`src/design/bfm_pkg.sv`:
```
// Shared constants for the box filter mean core.
package bfm_pkg;

   // Fixed field widths
   localparam int PIX_W    = 8;
   localparam int WIDTH_W  = 11;
   localparam int HEIGHT_W = 13;
   localparam int WIN_W    = 4;
   localparam int ROW_W    = 12;
   localparam int CSUM_W   = 12;
   localparam int WSUM_W   = 16;
   localparam int AREA_W   = 8;
   localparam int CSR_W    = 13;
   localparam int CSR_IDX_W = 2;

   // Slot count follows the window register width
   localparam int SLOT_DEPTH = 2 ** WIN_W;

   // Maximum image height
   localparam int MAX_HEIGHT = 4096;

   // Queue entry bits beyond the column index
   localparam int ENT_FIXED_W = PIX_W + 3 * WIN_W + 6;

   // Defaults for the top level parameters
   localparam int DEF_MAX_WIDTH  = 1024;
   localparam int DEF_MAX_WINDOW = 15;

   // Reset values of the configuration registers
   localparam logic [WIDTH_W-1:0]  RST_WIDTH  = 11'd640;
   localparam logic [HEIGHT_W-1:0] RST_HEIGHT = 13'd480;
   localparam logic [WIN_W-1:0]    RST_WINDOW = 4'd3;

   // Register indexes
   typedef enum logic [CSR_IDX_W-1:0] {
      REG_WIDTH  = 2'd0,
      REG_HEIGHT = 2'd1,
      REG_WINDOW = 2'd2
   } reg_index_type;

endpackage

```
`src/design/bfm_queue.sv`:
```
// Small request queue between the front and back parts.
module bfm_queue
   import bfm_pkg::*;
#(
   parameter int DATA_W = 36,
   parameter int DEPTH  = 2
) (
   input  logic              clock,
   input  logic              reset,
   input  logic              push,
   input  logic [DATA_W-1:0] push_data,
   input  logic              pop,
   output logic [DATA_W-1:0] pop_data,
   output logic              full,
   output logic              empty
);

   localparam int PW = (DEPTH > 1) ? $clog2(DEPTH) : 1;
   localparam int CW = $clog2(DEPTH + 1);

   logic [DATA_W-1:0] store_ff [DEPTH];
   logic [PW-1:0]     wr_ptr_ff, wr_ptr_in;
   logic [PW-1:0]     rd_ptr_ff, rd_ptr_in;
   logic [CW-1:0]     count_ff, count_in;

   assign full     = (count_ff == CW'(DEPTH));
   assign empty    = (count_ff == '0);
   assign pop_data = store_ff[rd_ptr_ff];

   // Advance pointers and fill count
   always_comb begin
      wr_ptr_in = wr_ptr_ff;
      rd_ptr_in = rd_ptr_ff;
      count_in  = count_ff;
      if (push) begin
         wr_ptr_in = (wr_ptr_ff == PW'(DEPTH - 1)) ? '0 : wr_ptr_ff + 1'b1;
      end
      if (pop) begin
         rd_ptr_in = (rd_ptr_ff == PW'(DEPTH - 1)) ? '0 : rd_ptr_ff + 1'b1;
      end
      if (push && !pop) begin
         count_in = count_ff + 1'b1;
      end else if (pop && !push) begin
         count_in = count_ff - 1'b1;
      end
   end

   always_ff @(posedge clock) begin
      if (reset) begin
         wr_ptr_ff <= '0;
         rd_ptr_ff <= '0;
         count_ff  <= '0;
      end else begin
         wr_ptr_ff <= wr_ptr_in;
         rd_ptr_ff <= rd_ptr_in;
         count_ff  <= count_in;
      end
   end

   // Store pushed request
   always_ff @(posedge clock) begin
      if (push) begin
         store_ff[wr_ptr_ff] <= push_data;
      end
   end

endmodule

```
`config.mk`:
```
export PLATFORM = sky130hd
export DESIGN_NAME = bfm_queue
export DESIGN_NICKNAME = d
export VERILOG_FILES = /design/src/design/bfm_pkg.sv /design/src/design/bfm_queue.sv
export SDC_FILE = /design/constraint.sdc
export NUM_CORES = 1
export LEC_CHECK = 0
export BUFFER_PORTS_ARGS = -buffer_cell sky130_fd_sc_hd__buf_2
export CORE_MARGIN = 3
export CORE_UTILIZATION = 40
export CTS_BUF_LIST = sky130_fd_sc_hd__clkbuf_4 sky130_fd_sc_hd__clkbuf_8
export CTS_CLUSTER_SIZE = 30
export DETAILED_ROUTE_END_ITERATION = 16
export GPL_TIMING_DRIVEN = 0
export HOLD_SLACK_MARGIN = 0.1
export SYNTH_ARGS = -nofsm -noshare
export SYNTH_HDL_FRONTEND = slang
export SYNTH_SLANG_ARGS = --single-unit
export TNS_END_PERCENT = 10
```
`constraint.sdc`:
```
create_clock -name clock -period 5.5 [get_ports clock]
set_input_delay 0.825 -clock clock [delete_from_list [all_inputs] [get_ports clock]]
set_output_delay 0.825 -clock clock [all_outputs]
set_load 0.005 [all_outputs]
```
**Yosys cells after proc, flatten, opt, wreduce, memory -nomap -nowiden**

Memories as Yosys holds them, arrays and structs flattened. A register that Yosys moved wholly into a read port is not among the register bits.
Index checks and enable logic that the tools add are counted.

- $add $sub $neg: 4
- $mul: 0
- Divide/modulo/power cells: 0
- $lt $le $gt $ge: 0
- Eq/ne operators: 1
- Shift operators: 0
- Mux-type cells: 8
- Bitwise gates (word level): 0
- Reductions and logical operators: 6

Operators by type and width:

| kind | number |
|---|---|
| two-way mux 1 bit | 6 |
| two-way mux 2 bit | 2 |
| adder 1 bit, second input constant | 2 |
| adder 2 x 1 -> 2 bit, second input constant | 1 |
| equality test 2 bit, second input constant | 1 |
| logical AND 1 bit | 2 |
| zero test 1 bit | 2 |
| zero test 2 bit | 1 |
| nonzero test 2 bit | 1 |
| subtractor 2 x 1 -> 2 bit, second input constant | 1 |

- Flip-flop bits (word level): 4
- Bits in latches: 0
- Memory bits (writable): 72
- Bits in read-only memories: 0
- Input port bits: 40
- Output and inout bits: 38
- Logic and storage cells: 23
- Memories: 1

Memory list:

| memory | depth | bits a word | rd ports | clocked after Yosys merged registers in | wr ports | RTL line | RTL |
|---|---|---|---|---|---|---|---|
| store_ff | 2 | 36 | 1 | 1 | 1 | bfm_queue.sv:21 | `logic [DATA_W-1:0] store_ff [DEPTH];` |

**Longest topological paths before layout**

- Depth in word-level cells: 4
- Depth in mapped cells: 5
- Mapped depth without buffers: 5

**Worst setup path after synthesis**

No wires, ideal clock.

- Kind: input port to flip-flop
- Start point: in push
- End point: mem store_ff[0][0] (enable)
- Library setup time: 0.433 ns
- Arrival: 2.443 ns
- Required time: 5.067 ns
- Path slack: 2.623 ns
- Stages on the path: 1
- Path buffers: 0
- Cell sequence: nor2b_1

- Word-level cells in the longest chain between the ends: 2

RTL lines:

| element | RTL line | RTL |
|---|---|---|
| start: declaration | bfm_queue.sv:10 | `input logic push,` |
| two-way mux 1 bit | bfm_queue.sv:62 | `if (push) begin` |
| two-way mux 1 bit (not written as such) | bfm_queue.sv:63 | `store_ff[wr_ptr_ff] <= push_data;` |
| end: declaration | bfm_queue.sv:21 |  |

No other way between the ends.

==> metrics.txt <==
outcome finished, final reports clean; Post-Synth XOR/XNOR Area 0.0124; Inserted Diodes 0; Final ANT Viol Nets 0; Max-Cap Viols 0; Routed WL 4.90 mm; startpoint types flip-flop; leading area contributor after synthesis edfxtp_1; Crit-path slowest cell mux2_2; Crit. End Element primary output; Worst Hold Depth 2; Synth top area share 0.768; Area Growth Syn to Fin 26.3%; IO Pins 78; final setup violation count 0; Die H 89.9 um; simple-gate area share of the yosys netlist 0.0165; HP Start rd_ptr_ff$_SDFFE_PP0P_; largest cells by area after synthesis edfxtp_1, mux2_2, dfxtp_1; overall power 1.27 mW; CTS tree built; Ys Warns 0; met1 Use GR 0.159; clock root cell clkbuf_8; setup TNS 0 ns; Final WS setup 3.07 ns; port buffer count 77; initial core utilization 0.428; die area 0.00808 mm2; Leak 1.35 nW; worst skew pair latency 0.33 ns; # DRC 0; sequential fraction of the synthesis area 0.804; Worst R2R Start wr_ptr_ff$_SDFFE_PP0P_; period utilisation layout 0.441; worst min-delay path class reg2reg; Clk pin slew, worst setup/hold paths 0.07 ns; vias 1,465; critical path arrival 1.60 ns; post-route minimum period 2.43 ns; fin. max-slew vios 0; Worst EP required 4.68 ns; Post-Synthesis Mean Instance Area 21.0 um2; GRT overflow 0; FP Rows 29; vias per cell 4.56; crit-path cells buf_2 > buf_6 > mux2_2 > buf_2; M3 GR Usage 0.0309; met2 GRT Util 0.195; largest family of logic cells by synthesized area multiplexers; mux contribution to synthesized area 0.144; GRT Total Usage 0.125; post_cts resized 0; # clock sinks 77; number of global-route vias before repair 1,477; RSZ-0062 raised after global routing false; CTS H-tree depth 3; Cells after Synth 134; VDD IR max 191 uV; count of cell types in the netlist 16; FF-to-FF End store_ff[1][23]$_DFFE_PP_; Fmax 412 MHz; most used cell, CP buf_2; dpl hpwl 3.24 mm; pre-CTS WS 3.36 ns; per-cell routed wire length 15.3 um; post-synthesis compound-gate area fraction 0.00356; fin nets 264; mapped cell area 0.00281 mm2; Pre-antenna DRT Iters 4; Final Util 0.541; GP Congestion 0.679; first-pass GRT wire length 7.56 mm; total CTS buffers 9; Die W 89.9 um; Core Box Area 0.00657 mm2; Post-CTS Setup Bufs 0; Most Used Layer, Global Route met2; Worst Skew 0.00696 ns; worst slew pin tran 0.885 ns; Mapped Nets 175; pin count of the biggest net entering global routing 37; Reg2Reg Setup Slack 3.93 ns; max incr delay on CP 0.35 ns; Rel. slew slack 0.410; fill count 543; initial DRC count 88; hold buffers post-CTS 0; Setup CP Type reg2out; Synth Register Bits 77; Clock Tree Buf Depth 2; R2R cell count 1; Post-Synth Adder-Cell Area 0.00445; worst-path maximum fanout 10; pwr/cell area 358 mW/mm2; Final Hold Fails 0; initial antenna violation count 0; fraction of layout cells with a size suffix above 1 0.592
[state kept, by name (all words and copies together) (netlist names), named ones only]
signal / cells
count_ff: 2
wr_ptr_ff: 1
store_ff: 72
rd_ptr_ff: 1
[metal layers]
layer,part of all wire,vias up
li1,-,694
met3,0.048,9
met5,0,-
met2,0.51,43
met1,0.42,719
met4,0.019,0
[per-stage QoR]
stage               cells  instance area (um2)  hold WS (ns)
finish                321                 3550         0.511
detailed placement    305                 3340         0.497
CTS                   321                 3550         0.515
global route          321                 3550         0.544
global placement      304                 3320         0.490
floorplan             134                 2810         0.461
[cell usage in the layout, fill, tap and decap left out]
master,Yosys,layout
o21ai_0,1,1
bufinv_16,0,2
mux2_2,36,36
buf_2,1,78
buf_6,3,3
nor2_1,5,5
and2_2,0,1
xor2_1,2,2
a21oi_1,1,1
clkbuf_4,0,1
buf_12,0,1
or3_1,1,1
nor2b_4,0,1
xnor2_1,2,2
ha_1,1,1
edfxtp_1,72,72
clkbuf_8,0,9
clkinv_2,0,2
inv_1,1,1
clkinv_1,0,2
and2b_2,1,1
dfxtp_1,5,5
[where the power goes]
| group | total [mW] | internal, mW | switching (mW) |
|---|---|---|---|
| logic | 0.137 | 0.0726 | 0.0640 |
| registers | 0.691 | 0.681 | 0.00988 |
| clock network | 0.445 | 0.256 | 0.189 |
| total | 1.27 | 1.01 | 0.263 |
[synth_stat cells (all sizes together)]
cell / instances
edfxtp: 72
mux2: 36
dfxtp: 5
nor2: 5
buf: 4
xnor2: 2
xor2: 2
a21oi: 1
and2: 1
and2b: 1
ha: 1
inv: 1
nor2b: 1
o21ai: 1
or3: 1
[how the worst max path moves through the flow]
stage              start                        end
2_1_floorplan       push   store_ff[0][0]$_DFFE_PP_
3_3_place_gp        push  store_ff[0][33]$_DFFE_PP_
3_5_place_dp        push  store_ff[1][35]$_DFFE_PP_
4_1_cts        flip-flop               pop_data[11]
5_1_grt        flip-flop               pop_data[14]
6_report       flip-flop               pop_data[11]
[area by class of cell]
cell class                 instances  area [um2]  share of cell area
inverter                           1        3.75             0.00106
clock buffer                      10         131              0.0370
timing repair buffer              78         405               0.114
tap                               93         116              0.0327
sequential                        77        2260               0.637
multi-input combinational         52         518               0.146
clock inverter                     6        77.6              0.0218
buffer                             4        38.8              0.0109
[cells by family (layout without fill, tap and decap cells)]
family / Yosys count / count (layout)
flip-flops: 77 / 77
multiplexers: 36 / 36
AND/OR/NAND/NOR: 9 / 9
buffers and inverters: 5 / 99
XOR/XNOR: 4 / 4
AO/OA/AOI/OAI: 2 / 2
adder cells (fa/ha/maj): 1 / 1
[critical path: cells and delay by family, from the launching register on]
family / cells / cell delay [ns]
buf+inv: 3 / 0.61
flops: 1 / 0.31
mux: 1 / 0.35
Power figures use the tool's default switching activity.
