--- config.mk ---
export PLATFORM = sky130hd
export DESIGN_NAME = bfm_front
export DESIGN_NICKNAME = d
export VERILOG_FILES = /design/src/design/bfm_pkg.sv /design/src/design/bfm_front.sv
export SDC_FILE = /design/constraint.sdc
export NUM_CORES = 1
export LEC_CHECK = 0
export ABC_AREA = 1
export BUFFER_PORTS_ARGS = -buffer_cell sky130_fd_sc_hd__buf_2
export CAP_MARGIN = 15
export CORE_ASPECT_RATIO = 2
export CORE_MARGIN = 2
export CORE_UTILIZATION = 45
export CTS_CLUSTER_SIZE = 20
export DETAILED_ROUTE_END_ITERATION = 7
export GPL_ROUTABILITY_DRIVEN = 0
export HOLD_SLACK_MARGIN = 0.15
export PLACE_DENSITY = 0.72
export RECOVER_POWER = 25
export SKIP_LAST_GASP = 1
export SLEW_MARGIN = 0
export SYNTH_ARGS = -nofsm -noshare
export SYNTH_HDL_FRONTEND = slang
export SYNTH_SLANG_ARGS = --single-unit
--- constraint.sdc ---
create_clock -name clock -period 6 [get_ports clock]
set_input_delay 0.9 -clock clock [delete_from_list [all_inputs] [get_ports clock]]
set_output_delay 0.9 -clock clock [all_outputs]
set_load 0.01 [all_outputs]
--- src/design/bfm_pkg.sv ---
// Shared constants for the box filter mean core.
package bfm_pkg;

   // Fixed field widths
   localparam int PIX_W    = 8;
   localparam int WIDTH_W  = 11;
   localparam int HEIGHT_W = 13;
   localparam int WIN_W    = 4;
   localparam int ROW_W    = 12;
   localparam int CSUM_W   = 12;
   localparam int WSUM_W   = 16;
   localparam int AREA_W   = 8;
   localparam int CSR_W    = 13;
   localparam int CSR_IDX_W = 2;

   // Slot count follows the window register width
   localparam int SLOT_DEPTH = 2 ** WIN_W;

   // Maximum image height
   localparam int MAX_HEIGHT = 4096;

   // Queue entry bits beyond the column index
   localparam int ENT_FIXED_W = PIX_W + 3 * WIN_W + 6;

   // Defaults for the top level parameters
   localparam int DEF_MAX_WIDTH  = 1024;
   localparam int DEF_MAX_WINDOW = 15;

   // Reset values of the configuration registers
   localparam logic [WIDTH_W-1:0]  RST_WIDTH  = 11'd640;
   localparam logic [HEIGHT_W-1:0] RST_HEIGHT = 13'd480;
   localparam logic [WIN_W-1:0]    RST_WINDOW = 4'd3;

   // Register indexes
   typedef enum logic [CSR_IDX_W-1:0] {
      REG_WIDTH  = 2'd0,
      REG_HEIGHT = 2'd1,
      REG_WINDOW = 2'd2
   } reg_index_type;

endpackage

--- src/design/bfm_front.sv ---
// Front part: accepts pixels, tracks the position and classifies each request.
module bfm_front
   import bfm_pkg::*;
#(
   parameter int MAX_WIDTH  = DEF_MAX_WIDTH,
   parameter int MAX_WINDOW = DEF_MAX_WINDOW,
   parameter int XW         = $clog2(MAX_WIDTH),
   parameter int ENT_W      = XW + ENT_FIXED_W
) (
   input  logic                clock,
   input  logic                reset,
   input  logic                req_tvalid,
   output logic                req_tready,
   input  logic [PIX_W-1:0]    req_tdata,
   input  logic                req_tuser,
   input  logic [WIDTH_W-1:0]  cfg_width,
   input  logic [HEIGHT_W-1:0] cfg_height,
   input  logic [WIN_W-1:0]    cfg_window,
   input  logic                clear_busy,
   input  logic                q_full,
   output logic                q_push,
   output logic [ENT_W-1:0]    q_data
);

   localparam int XW1   = XW + 1;
   localparam int MOD_W = (XW > ROW_W) ? XW : ROW_W;
   localparam int MCW   = $clog2(MOD_W + 1);

   typedef struct packed {
      logic [PIX_W-1:0] pix;
      logic [XW-1:0]    x;
      logic [WIN_W-1:0] rslot;
      logic [WIN_W-1:0] cslot;
      logic [WIN_W-1:0] win;
      logic             r_zero;
      logic             r_ge;
      logic             x_zero;
      logic             x_ge;
      logic             emit;
      logic             last;
   } entry_type;

   typedef enum logic [1:0] {F_IDLE, F_MOD, F_PUSH} state_type;

   state_type         state_ff, state_in;
   logic [ROW_W-1:0]  row_pos_ff, row_pos_in;
   logic [XW-1:0]     col_pos_ff, col_pos_in;
   entry_type         ent_ff, ent_in;
   logic [MOD_W-1:0]  rbits_ff, rbits_in;
   logic [MOD_W-1:0]  xbits_ff, xbits_in;
   logic [WIN_W-1:0]  rrem_ff, rrem_in;
   logic [WIN_W-1:0]  crem_ff, crem_in;
   logic [MCW-1:0]    mcnt_ff, mcnt_in;

   logic [XW1-1:0]      w_eff;
   logic [HEIGHT_W-1:0] h_eff;
   logic [WIN_W-1:0]    win_eff;
   logic [HEIGHT_W-1:0] r_a;
   logic [XW1-1:0]      x_a;
   logic [WIN_W:0]      rstep, cstep;
   logic                accept;

   // Clamp the configuration to its usable range
   always_comb begin
      if (cfg_width == '0) begin
         w_eff = XW1'(1);
      end else if (32'(cfg_width) > MAX_WIDTH) begin
         w_eff = XW1'(MAX_WIDTH);
      end else begin
         w_eff = XW1'(cfg_width);
      end
      if (cfg_height == '0) begin
         h_eff = HEIGHT_W'(1);
      end else if (32'(cfg_height) > MAX_HEIGHT) begin
         h_eff = HEIGHT_W'(MAX_HEIGHT);
      end else begin
         h_eff = cfg_height;
      end
      if (32'(cfg_window) > MAX_WINDOW) begin
         win_eff = WIN_W'(MAX_WINDOW);
      end else begin
         win_eff = cfg_window;
      end
   end

   assign req_tready = (state_ff == F_IDLE) && !clear_busy;
   assign accept     = req_tvalid && req_tready;

   // Place the incoming pixel: frame start, row wrap and frame wrap
   always_comb begin
      r_a = req_tuser ? '0 : HEIGHT_W'(row_pos_ff);
      x_a = req_tuser ? '0 : XW1'(col_pos_ff);
      if (x_a >= w_eff) begin
         x_a = '0;
         r_a = r_a + 1'b1;
      end
      if (r_a >= h_eff) begin
         r_a = '0;
      end
   end

   // One remainder step for row and column slots
   always_comb begin
      rstep = {rrem_ff, rbits_ff[MOD_W-1]};
      if (rstep >= (WIN_W+1)'(ent_ff.win)) begin
         rstep = rstep - (WIN_W+1)'(ent_ff.win);
      end
      cstep = {crem_ff, xbits_ff[MOD_W-1]};
      if (cstep >= (WIN_W+1)'(ent_ff.win)) begin
         cstep = cstep - (WIN_W+1)'(ent_ff.win);
      end
   end

   // Sequence accept, slot remainder and push
   always_comb begin
      state_in   = state_ff;
      row_pos_in = row_pos_ff;
      col_pos_in = col_pos_ff;
      ent_in     = ent_ff;
      rbits_in   = rbits_ff;
      xbits_in   = xbits_ff;
      rrem_in    = rrem_ff;
      crem_in    = crem_ff;
      mcnt_in    = mcnt_ff;
      unique case (state_ff)
         F_IDLE: begin
            if (accept) begin
               // Advance position for the next pixel
               if (x_a + 1'b1 >= w_eff) begin
                  col_pos_in = '0;
                  row_pos_in = (r_a + 1'b1 >= h_eff) ? '0 : ROW_W'(r_a + 1'b1);
               end else begin
                  col_pos_in = XW'(x_a + 1'b1);
                  row_pos_in = ROW_W'(r_a);
               end
               // Classify; with a zero window the request is not queued
               ent_in.pix    = req_tdata;
               ent_in.x      = XW'(x_a);
               ent_in.win    = win_eff;
               ent_in.rslot  = '0;
               ent_in.cslot  = '0;
               ent_in.r_zero = (r_a == '0);
               ent_in.r_ge   = (r_a >= HEIGHT_W'(win_eff));
               ent_in.x_zero = (x_a == '0);
               ent_in.x_ge   = (x_a >= XW1'(win_eff));
               ent_in.emit   = (XW1'(win_eff) <= w_eff) && (HEIGHT_W'(win_eff) <= h_eff)
                               && (r_a + 1'b1 >= HEIGHT_W'(win_eff))
                               && (x_a + 1'b1 >= XW1'(win_eff));
               ent_in.last   = (r_a + 1'b1 == h_eff) && (x_a + 1'b1 == w_eff);
               rbits_in      = MOD_W'(r_a);
               xbits_in      = MOD_W'(x_a);
               rrem_in       = '0;
               crem_in       = '0;
               mcnt_in       = '0;
               if (win_eff != '0) begin
                  state_in = F_MOD;
               end
            end
         end
         F_MOD: begin
            rrem_in  = WIN_W'(rstep);
            crem_in  = WIN_W'(cstep);
            rbits_in = {rbits_ff[MOD_W-2:0], 1'b0};
            xbits_in = {xbits_ff[MOD_W-2:0], 1'b0};
            mcnt_in  = mcnt_ff + 1'b1;
            if (mcnt_ff == MCW'(MOD_W - 1)) begin
               state_in = F_PUSH;
            end
         end
         F_PUSH: begin
            if (!q_full) begin
               state_in = F_IDLE;
            end
         end
         default: state_in = F_IDLE;
      endcase
   end

   always_ff @(posedge clock) begin
      if (reset) begin
         state_ff   <= F_IDLE;
         row_pos_ff <= '0;
         col_pos_ff <= '0;
         mcnt_ff    <= '0;
      end else begin
         state_ff   <= state_in;
         row_pos_ff <= row_pos_in;
         col_pos_ff <= col_pos_in;
         mcnt_ff    <= mcnt_in;
      end
      ent_ff   <= ent_in;
      rbits_ff <= rbits_in;
      xbits_ff <= xbits_in;
      rrem_ff  <= rrem_in;
      crem_ff  <= crem_in;
   end

   // Hand the classified request to the queue
   always_comb begin
      q_data = ent_ff;
      q_data[ENT_W-PIX_W-XW-1 -: WIN_W]         = rrem_ff;
      q_data[ENT_W-PIX_W-XW-WIN_W-1 -: WIN_W]   = crem_ff;
   end
   assign q_push = (state_ff == F_PUSH) && !q_full;

endmodule

* Word-level counts from Yosys, hierarchy flattened
Cells that the tools add are included.
** Word-level totals
- Bits in registers :: 88
- Latch bits :: 0
- Bits in writable memories :: 0
- ROM bits :: 0
- Input port bits :: 42
- Word-level logic and storage cells :: 92
- Memories :: 0
** Cells by class
- Add/sub/neg operators :: 6
- Multipliers :: 0
- Div/mod/pow operators :: 0
- Magnitude comparators :: 14
- Equality and inequality tests :: 9
- Shift operators :: 0
- Mux-type cells :: 27
- Bitwise operators :: 0
- Reductions and logical operators :: 19
** Operator list (count)
- two-way mux 12 bit :: 5
- two-way mux 13 bit :: 4
- case mux 12 bit (2 select lines) :: 2
- two-way mux 10 bit :: 3
- greater-or-equal comparator 13 bit :: 2
- greater-or-equal comparator 13 x 4 -> 1 bit :: 2
- zero test 13 bit :: 2
- case mux 4 bit (2 select lines) :: 3
- greater-or-equal comparator 11 x 4 -> 1 bit :: 2
- zero test 11 bit :: 2
- two-way mux 11 bit :: 2
- adder 12 x 1 -> 13 bit, second input constant :: 1
- adder 13 x 1 -> 13 bit, second input constant :: 1
- == test 13 bit :: 1
- greater-than comparator 13 bit, second input constant :: 1
- <= comparator 4 x 13 -> 1 bit :: 1
- two-way mux 4 bit :: 3
- adder 11 x 1 -> 11 bit, second input constant :: 1
- == test 11 bit :: 1
- greater-or-equal comparator 10 x 11 -> 1 bit :: 1
- greater-or-equal comparator 11 bit :: 1
- greater-than comparator 11 bit, second input constant :: 1
- <= comparator 4 x 11 -> 1 bit :: 1
- greater-or-equal comparator 5 x 4 -> 1 bit :: 2
- 16 further kinds :: 30

* Depth between registers and ports, before layout
- Depth after elaboration :: 11
- Mapped depth :: 43
- Mapped depth without buffers :: 41

* Least setup slack after synthesis
No wires, ideal clock.
- Kind :: input to register
- Start point :: input cfg_width[7]
- End point :: register row_pos_ff[0]
- Setup time :: 0.132 ns
- Arrival :: 6.222 ns
- Path slack :: -0.355 ns
- Stages :: 38
- Buffers on the path :: 1
- Cells stage by stage :: nor3_1 -> nand4_1 -> nand2_1 -> nand2_1 -> ha_1 -> nand2_1 -> inv_1 -> nand2_1 -> nand2_1 -> nand2_1 -> nand2_1 -> nand2_2 -> nand2_2 -> clkinv_1 -> nor3_1 -> nand3_1 -> nor4_1 -> ha_1 -> [... 2 more ...] -> a21oi_2 -> nand3b_2 -> nor2_1 -> ha_1 -> nand4_1 -> nor2_4 -> nand2_2 -> xor2_1 -> inv_1 -> ha_1 -> nand2_1 -> nor4_1 -> inv_1 -> o211ai_1 -> nand4_1 -> buf_4 -> nand4_1 -> a21oi_1
** On the way
- Cells in the longest elaborated chain, start to end :: 11
** Ends and longest elaborated chain
- start: declaration :: line bfm_front.sv:16 : input logic [WIDTH_W-1:0] cfg_width,
- greater-than comparator 11 bit :: line bfm_front.sv:67 : end else if (32'(cfg_width) > MAX_WIDTH) begin
- two-way mux 11 bit :: line bfm_front.sv:67
- two-way mux 11 bit * :: line bfm_front.sv:65 : if (cfg_width == '0) begin
- greater-or-equal comparator 10 x 11 -> 1 bit :: line bfm_front.sv:93 : if (x_a >= w_eff) begin
- two-way mux 13 bit :: line bfm_front.sv:93
- greater-or-equal comparator 13 bit :: line bfm_front.sv:97 : if (r_a >= h_eff) begin
- two-way mux 13 bit :: line bfm_front.sv:97
- adder 13 x 1 -> 13 bit :: line bfm_front.sv:131 : row_pos_in = (r_a + 1'b1 >= h_eff) ? '0 : ROW_W'(r_a + 1'b1);
- greater-or-equal comparator 13 bit :: line bfm_front.sv:131
- two-way mux 12 bit :: line bfm_front.sv:131
- two-way mux 12 bit * :: line bfm_front.sv:129 : if (x_a + 1'b1 >= w_eff) begin
- end signal: assignment :: line bfm_front.sv:187 : row_pos_ff <= row_pos_in;
- end: declaration :: line bfm_front.sv:46 : logic [ROW_W-1:0] row_pos_ff, row_pos_in;
Mark *: on every way between the ends. The rest lies on a longest branch, timed or not.
A chain may end at the register's enable or synchronous reset.

* Worst setup path in the final report
- Start point :: input cfg_width[7]
- End point :: register row_pos_ff[8]
Same word-level chain as after synthesis.

==> reports/metrics.csv <==
metric;value;unit
synth.mux.area_fraction;0;%
worstMarginPinSlew;2.00;ns
clkSlewWorstSetupHoldPaths;0.07;ns
cts_max_level;3;
grt_max_degree;55;
layout.nets;1228;
dieArea;16700;um^2
sw_frac_of_total;30.5;%
syn-num-nets;1048;
synth-async-reset-ratio;0;%
syn2layout_area_growth;29.8;%
worst-endpoint-arrival;6.02;ns
fillerInstances;1368;
num_vias;7269;
final_hold_viol_count;0;
layout-drive-gt1-share;24.3;%
track_usage;27.0;%
power_density;181;nW/um^2
dieWidth;92.3;um
setup_violations;0;
place_hpwl;18100;um
synthXorXnorAreaFrac;2.24;%
p_clk_share;33.5;%
fin_util;59.6;%
vias_per_cell;5.58;
seqPwrFrac;42.7;%
ant_nets;0;
drtIter0Drc;494;
fin_crit;5.81;ns
fmax;172;MHz
numCtsBuffers;9;
antenna_cells;0;
rows;64;
post-route-period-util;96.9;%
synth_compound_area_share;11.3;%
met1_usage;23.7;%
ys_types;53;
reg2reg_depth;36;
clock_latency;0.35;ns
slew_violations;55;
cts_num_sinks;88;
cp_data_required_time;6.21;ns
endpoint;row_pos_ff[8];
path_class;input pin to register;
yosys_warnings;0;
rr_endpoint;row_pos_ff[8];
drt_wl_total;23500;um
busiest_layer;met2;
hold_buffers;0;
min-delay-start;col_pos_ff[8];
startpoint;cfg_width[7];
yosys.area.top_type;edfxtp_1;
syn_avg_cell_area;7.64;um^2
initial_utilization;45.9;%
worst-r2r-setup-slack;0.87;ns
crit_fanout;6;
synth_top_family_by_area;simple AND/OR/NAND/NOR gates;
rsz0062_at_grt;true;
violations;max-capacitance violations, max-slew violations;
design.core.area;15300;um^2
rr_startpoint;col_pos_ff[2];
syn-cell-area;7020;um^2
drv_cap;1;
fin_skew;0.0125;ns
wl_per_cell;18.0;um
grt_pass1_vias;6982;
cp_slowest_cell;ha_1;
ios;80;
synth.top_cell.area_share;25.7;%
globalRouteOverflowTotal;0;
grt_use_met2;50.9;%
critPathMaxStageDelay;0.34;ns
slew_headroom;-33.6;%
cpMostUsedCell;nand2_1;
fin_setup_tns;0;ns
cts_tree;done;
synth_area_leaders;edfxtp_1 (26%), ha_1 (15%), nand2_1 (11%), dfxtp_1 (8.0%), inv_1 (7.2%);
seq_area_frac_synth;33.6;%
ys_ff_latch;88;
antenna_found_initial;0;
port_buffers;79;
die_height;181;um
worstHoldPathType;register to register;
finalPower;1650;uW
synth-simple-area-share;28.3;%
drcViolationCount;0;
combPwrFrac;23.8;%
synth_edf_count;60;
netlist_instances;920;
cts_buffer_depth;2;
dr.pass1.iters;5;
grt_pass1_wl;34300;um
status;finished, violations left;
gr-usage-met3;2.92;%
p_sw;503;uW
irDropWorstVdd;126;uV
internal-power;1150;uW
root_buffer;clkbuf_16;
start_kind;input pin;
fin_hold_ws;0.464;ns
synthFlopType;edfxtp_1;
cp-end-kind;register;
leakagePower;0.00426;uW
synthAdderAreaFrac;15.5;%
==> sequential cells by signal, summed over array words and instances, names as in the netlist <==
name        flops
q_data         28
rbits_ff       12
row_pos_ff     12
xbits_ff       12
col_pos_ff     10
crem_ff         4
mcnt_ff         4
rrem_ff         4
state_ff        2
==> kinds of logic (layout without fill, tap and decap cells) <==
kind of cell	Yosys count	in the layout
xor+xnor	18	18
buf+inv	159	343
fa+ha+maj	86	86
flops	88	88
simple gates	426	427
compound gates	143	143
==> cells in the mapped netlist (3+ instances only) <==
cell / n
a211oi_1: 3
a21oi_1: 64
a22oi_1: 6
buf_6: 4
clkbuf_1: 12
dfxtp_1: 28
edfxtp_1: 60
ha_1: 84
inv_1: 135
inv_2: 4
nand2_1: 205
nand2_2: 9
nand3_1: 39
nand3_2: 4
nand4_1: 41
nor2_1: 74
nor2_2: 9
nor2_4: 7
nor3_1: 19
nor4_1: 4
o21a_1: 3
o21ai_0: 47
o21ai_1: 4
xor2_1: 16
==> layer usage <==
metal | vias up | share of wire, %
met2 | 321 | 52
met4 | 0 | 12
met3 | 138 | 4.3
met1 | 3338 | 32
li1 | 3472 | -
met5 | - | 0
==> stage by stage <==
stage | instances | area, um^2 | worst slack, ns
floorplan | 920 | 7070 | 0.00753
global placement | 1274 | 8340 | -0.178
detailed placement | 1274 | 8340 | -0.329
CTS | 1290 | 8630 | 0.0174
global route | 1303 | 9120 | -0.202
finish | 1303 | 9120 | 0.187
==> power by group through the flow <==
stage | clock network [uW] | registers (uW) | logic, uW
after global routing | 577 | 708 | 430
after floorplan | 0 | 720 | 202
final | 553 | 704 | 392
after global placement | 0 | 716 | 347
after CTS | 554 | 704 | 356
after detailed placement | 0 | 717 | 355
==> placed cells by master, fill, tap and decap left out, types with 6 or more instances in the layout <==
master     synthesis  final
a21oi_1           64     63
nand2_1          205    188
nand2_4            1      9
o21ai_0           47     45
a22oi_1            6      6
nand3_1           39     38
ha_4               0     14
xor2_1            16     13
clkbuf_16          0     10
buf_2              1     45
nand2_2            9     18
edfxtp_1          60     60
nor2_2             9     12
buf_4              1    101
nor2_4             7     10
inv_1            135    133
clkbuf_1          12     33
nand4_1           41     41
nor2_1            74     68
nor3_1            19     15
inv_2              4      6
dfxtp_1           28     28
buf_6              4      6
ha_1              84     70
==> final cells by class <==
cell class	count	area [um^2]	area share (%)
repair buffers	186	1220	13.3
clock inverters	4	35.0	0.384
multi-input cells	674	4470	49.0
flip-flops and latches	88	2360	25.9
inverters	141	532	5.83
clock buffers	12	256	2.81
well taps	198	248	2.72
==> critical path: cells and delay by family <==
kind / cells / cell delay, ns
xor+xnor: 1 / 0.19
buf+inv: 9 / 1.13
compound gates: 3 / 0.32
simple gates: 25 / 2.54
fa+ha+maj: 3 / 0.92
==> worst min path at each step <==
stage                                to  slack [ns]  cells past startpoint
after floorplan              mcnt_ff[3]        0.44                      2
after global placement       mcnt_ff[3]        0.45                      2
after detailed placement  col_pos_ff[8]        0.46                      2
after CTS                 col_pos_ff[8]        0.47                      2
after global routing      col_pos_ff[1]        0.49                      2
final                     col_pos_ff[8]        0.46                      2
==> repair_timing <==
item | 4_1_cts | 5_1_grt
gates resized for setup | 0 | 78
buffers inserted | 0 | 10
setup endpoints to repair | 0 | 24
Power figures use the tool's default switching activity.
